==> config.mk <==
export PLATFORM = sky130hd
export DESIGN_NAME = iirdf_csr_flat
export DESIGN_NICKNAME = d
export VERILOG_FILES = /design/src/sv/iirdf_pkg.sv /design/src/sv/iirdf_intf.sv /design/src/sv/iirdf_csr.sv /design/src/flat_wrapper.sv
export SDC_FILE = /design/constraint.sdc
export NUM_CORES = 1
export LEC_CHECK = 0
export ABC_AREA = 0
export BUFFER_PORTS_ARGS = -buffer_cell sky130_fd_sc_hd__buf_4
export CORE_ASPECT_RATIO = 1.1
export CORE_MARGIN = 2
export CORE_UTILIZATION = 30
export CTS_BUF_LIST = sky130_fd_sc_hd__clkbuf_8 sky130_fd_sc_hd__clkbuf_16
export CTS_CLUSTER_SIZE = 20
export DETAILED_ROUTE_END_ITERATION = 16
export GPL_TIMING_DRIVEN = 1
export SETUP_SLACK_MARGIN = 0.5
export SLEW_MARGIN = 20
export SYNTH_ARGS = -nofsm -noshare
export SYNTH_HDL_FRONTEND = slang
export SYNTH_SLANG_ARGS = --single-unit
==> constraint.sdc <==
create_clock -name clock -period 2.55 [get_ports clock]
set_input_delay 0.51 -clock clock [delete_from_list [all_inputs] [get_ports clock]]
set_output_delay 0.51 -clock clock [all_outputs]
set_load 0.01 [all_outputs]
==> src/sv/iirdf_pkg.sv <==
// ----------------------------------------------------------------------------
// iirdf_pkg
// Shared types and constants for the direct-form-I IIR filter.
// ----------------------------------------------------------------------------
package iirdf_pkg;

   localparam int COEF_WIDTH    = 16;
   localparam int HIST_DEPTH    = 3;
   localparam int MAX_FF_TAPS   = 4;
   localparam int MAX_FB_TAPS   = 4;
   localparam int CSR_IDX_WIDTH = 3;

   typedef logic signed [COEF_WIDTH-1:0] coef_type;

   localparam coef_type FF_COEF_0_RESET = 16'sd16384;

   typedef enum logic [CSR_IDX_WIDTH-1:0] {
      REG_FF_COEF_0 = 3'd0,
      REG_FF_COEF_1 = 3'd1,
      REG_FF_COEF_2 = 3'd2,
      REG_FF_COEF_3 = 3'd3,
      REG_FB_COEF_1 = 3'd4,
      REG_FB_COEF_2 = 3'd5,
      REG_FB_COEF_3 = 3'd6
   } reg_index_type;

   typedef struct packed {
      coef_type [MAX_FF_TAPS-1:0] ff;
      coef_type [MAX_FB_TAPS-1:1] fb;
   } coef_set_type;

   typedef struct packed {
      logic s1_load;
      logic s1_sob;
      logic s2_load;
      logic s2_sob;
   } lane_ctrl_type;

endpackage

==> src/sv/iirdf_intf.sv <==


interface iirdf_csr_if;
   logic                                  valid;
   logic                                  ready;
   logic [iirdf_pkg::CSR_IDX_WIDTH-1:0]   index;
   logic [iirdf_pkg::COEF_WIDTH-1:0]      data;

   modport source (output valid, output index, output data, input ready);
   modport sink   (input valid, input index, input data, output ready);
endinterface

==> src/sv/iirdf_csr.sv <==
// ----------------------------------------------------------------------------
// iirdf_csr
// Coefficient register file, written through the register channel.
// ----------------------------------------------------------------------------
module iirdf_csr (
   input  logic                    clock,
   input  logic                    reset,
   iirdf_csr_if.sink               csr_chan,
   output iirdf_pkg::coef_set_type coefs
);

   // b0 at unity, every other tap zero
   localparam iirdf_pkg::coef_set_type COEFS_RESET = {
      {((iirdf_pkg::MAX_FF_TAPS-1)*iirdf_pkg::COEF_WIDTH){1'b0}},
      iirdf_pkg::FF_COEF_0_RESET,
      {((iirdf_pkg::MAX_FB_TAPS-1)*iirdf_pkg::COEF_WIDTH){1'b0}}
   };

   iirdf_pkg::coef_set_type coefs_ff;
   iirdf_pkg::coef_set_type coefs_in;

   assign csr_chan.ready = 1'b1;

   always_comb begin
      coefs_in = coefs_ff;
      if (csr_chan.valid) begin
         unique case (iirdf_pkg::reg_index_type'(csr_chan.index))
            iirdf_pkg::REG_FF_COEF_0: coefs_in.ff[0] = csr_chan.data;
            iirdf_pkg::REG_FF_COEF_1: coefs_in.ff[1] = csr_chan.data;
            iirdf_pkg::REG_FF_COEF_2: coefs_in.ff[2] = csr_chan.data;
            iirdf_pkg::REG_FF_COEF_3: coefs_in.ff[3] = csr_chan.data;
            iirdf_pkg::REG_FB_COEF_1: coefs_in.fb[1] = csr_chan.data;
            iirdf_pkg::REG_FB_COEF_2: coefs_in.fb[2] = csr_chan.data;
            iirdf_pkg::REG_FB_COEF_3: coefs_in.fb[3] = csr_chan.data;
            default: coefs_in = coefs_ff;
         endcase
      end
   end

   always_ff @(posedge clock) begin
      if (reset) begin
         coefs_ff <= COEFS_RESET;
      end else begin
         coefs_ff <= coefs_in;
      end
   end

   assign coefs = coefs_ff;

endmodule

==> src/flat_wrapper.sv <==
// flat-port wrapper written by rule: the top's interface ports become plain ports
module iirdf_csr_flat 
  (clock, reset, coefs, csr_chan_valid, csr_chan_index, csr_chan_data, csr_chan_ready);
  iirdf_csr_if csr_chan_i ();
  input  logic clock;
  input  logic reset;
  output iirdf_pkg::coef_set_type coefs;
  input wire logic [$bits(csr_chan_i.valid)-1:0] csr_chan_valid;
  input wire logic [$bits(csr_chan_i.index)-1:0] csr_chan_index;
  input wire logic [$bits(csr_chan_i.data)-1:0] csr_chan_data;
  output wire logic [$bits(csr_chan_i.ready)-1:0] csr_chan_ready;
  assign csr_chan_i.valid = csr_chan_valid;
  assign csr_chan_i.index = csr_chan_index;
  assign csr_chan_i.data = csr_chan_data;
  assign csr_chan_ready = csr_chan_i.ready;
  iirdf_csr u_core (.clock(clock), .reset(reset), .csr_chan(csr_chan_i), .coefs(coefs));
endmodule
==> out/metrics.cfg <==
[run_status]
run_status = completed

[layout]
final_util_pct = 40.8
final_area_sq_um = 5860
area_delta_synth_final_pct = 32.7
nets = 535
drive_gt1_share_pct = 29.7
diodes = 0
largest_register_ffs = 112
fillers = 1460

[min_path]
hold_start = csr_chan_data[14]
holdPathEnd = u_core.coefs[62]
hold_depth = 3
hp-class = input port to register

[pwr]
sw_frac_of_total_pct = 21.8
p_int_mw = 2.80
combPwrFrac_pct = 8.0
p_switching_mw = 0.783
ir_worst_vdd_mv = 0.272
clockPowerShare_pct = 41.6
p_seq_share_pct = 50.4
p_leak_nw = 2.96
p_per_area_nw_per_um2 = 612

[clocking]
numCtsBuffers = 9
worst_skew_pair.late_latency_ns = 0.35
htreeDepth = 3
root_buffer = clkbuf_16
cts_setup_buffers = 0
cts_hold_buffers = 0
cts_tree = done
cts_sinks = 112
clkTransAtPathRegs_ns = 0.07
cts_buffer_depth = 2
post_cts_resized = 0

[setup_path]
setup.worst_path.class = input port to register
rr_worst_depth = 2
regToRegEndpoint = u_core.coefs[15]
rrSetupSlack_ns = 1.93
crit_fanout = 13
setup.worst_path.end_class = register
cp.arrival_ns = 1.79
required_ns = 2.76
start_kind = input port
rr_startpoint = u_core.coefs[15]

[grt]
grt_util_all_layers_pct = 14.5
antenna_found_initial = 0
gr-total-overflow = 0
grt_pass1_vias = 3005
grt_max_degree = 83
grt_pass1_wl_um = 17300

[floorplan]
die_w_um = 120
ios = 135
rows = 46
core_area_sq_um = 14400
initial_core_util_pct = 30.7
die_y_um = 131
fp.dieArea_sq_um = 15700

[routing]
viasPerCell = 4.38
vias = 3109
dr.first_iter.drc_count = 100
firstDrtPassIters = 4
wl_per_cell_um = 16.2
drc = 0
finalWirelength_um = 11500
antenna_left = 0

[synthesis]
avgSynthCellArea_sq_um = 11.3
ys_warn_count = 0
synth.largest_area_cell = dfxtp_1
ys_top_cells_by_area = dfxtp_1 51%, mux2i_1 25%, nand2b_1 18%, buf_2 1.2%, clkbuf_1 1.2%
synth_area_sq_um = 4420
syn_inst = 392
synth_top_cell_area_share_pct = 50.7
yosysSeqAreaShare_pct = 50.7
yosysUniqueCellTypes = 15
syn-num-nets = 414
yosys_register_bits = 112

[sta]
tns_ns = 0
relSlewSlack_pct = 47.8
rsz0062_at_grt = false
max_freq_ghz = 0.634
timing.final.crit_share_pct = 61.8
worst_slew_pin_slew_ns = 0.783
hold_viol_final = 0
finalClockSkew_ns = 0
finalMaxSlewViolations = 0
fin_crit_ns = 1.58
setup_viol = 0

[placement]
placed_cell_area_sq_um = 5550
dpl.hpwl_um = 8040
port_buffers = 133
gp_congestion = 0.717

[flow_run]
maxCapViolCount = 0

[cell usage in the layout, fill, tap and decap left out]
cell	Yosys	final
nand2b_1	127	127
and4b_2	1	1
inv_1	0	3
clkbuf_8	0	1
clkinv_2	0	1
or4b_1	1	1
dfxtp_1	112	112
conb_1	1	1
nand4bb_1	3	3
bufinv_16	0	2
nor2_1	2	2
clkbuf_16	0	9
nand4b_1	3	3
nor4b_2	1	1
buf_4	2	139
mux2i_1	112	112
[worst max-delay path, stage by stage]
cell	delay [ns]
buf_4	0.14
or4b_1	0.90
mux2i_1	0.22
[area by class of cell]
cell class / count / area [sq um] / share of cell area (%)
timing repair buffer: 139 / 1040 / 17.8
multi-input combinational: 251 / 2020 / 34.5
sequential: 112 / 2240 / 38.2
clock buffer: 10 / 239 / 4.08
clock inverter: 6 / 76.3 / 1.30
tap: 192 / 240 / 4.10
[layer usage]
metal	track usage [%]	vias up	routed length, um
li1	-	1543	-
met1	17.8	1474	5000
met2	24.3	80	5680
met3	4.69	12	683
met4	4.18	0	127
met5	0	-	0
[cells by family (layout without fill, tap and decap cells)]
family	after synthesis	after routing	share of synthesized area, %
other cells	1	1	0.0849
flops	112	112	50.7
buf+inv	29	155	3.48
mux	112	112	25.4
simple gates	138	138	20.3
[power by group through the flow]
stage | combinational, mW | sequential, mW | clock, mW
6_report | 0.287 | 1.81 | 1.49
5_1_grt | 0.310 | 1.81 | 1.62
4_1_cts | 0.295 | 1.81 | 1.54
3_5_place_dp | 0.294 | 1.85 | 0
3_3_place_gp | 0.290 | 1.85 | 0
2_1_floorplan | 0.141 | 1.86 | 0
[worst max path at each step]
| stage | startpoint | to | slack (ns) |
|---|---|---|---|
| 2_1_floorplan | csr_chan_index[2] | u_core.coefs[52] | 1.00 |
| 5_1_grt | csr_chan_index[2] | u_core.coefs[58] | 0.93 |
| 3_5_place_dp | csr_chan_index[2] | u_core.coefs[56] | 0.60 |
| 6_report | csr_chan_index[2] | u_core.coefs[56] | 0.97 |
| 3_3_place_gp | csr_chan_index[2] | u_core.coefs[58] | 0.61 |
| 4_1_cts | csr_chan_index[2] | u_core.coefs[56] | 0.97 |
[stage by stage]
stage          instances  hold slack [ns]  worst slack (ns)  power [mW]
2_1_floorplan        392            0.493              1.00        2.01
3_3_place_gp         694            0.462             0.608        2.14
3_5_place_dp         694            0.463             0.597        2.14
4_1_cts              710            0.415             0.969        3.65
5_1_grt              710            0.426             0.926        3.74
6_report             710            0.429             0.974        3.59
[cell usage after synthesis (all sizes together)]
library cell	instances
nand4b	3
clkbuf	14
dfxtp	112
nor2	2
nand4bb	3
mux2i	112
buf	15
conb	1
nor4b	1
nand2b	127
or4b	1
and4b	1
Note: power is estimated with default switching activity, not from simulation.
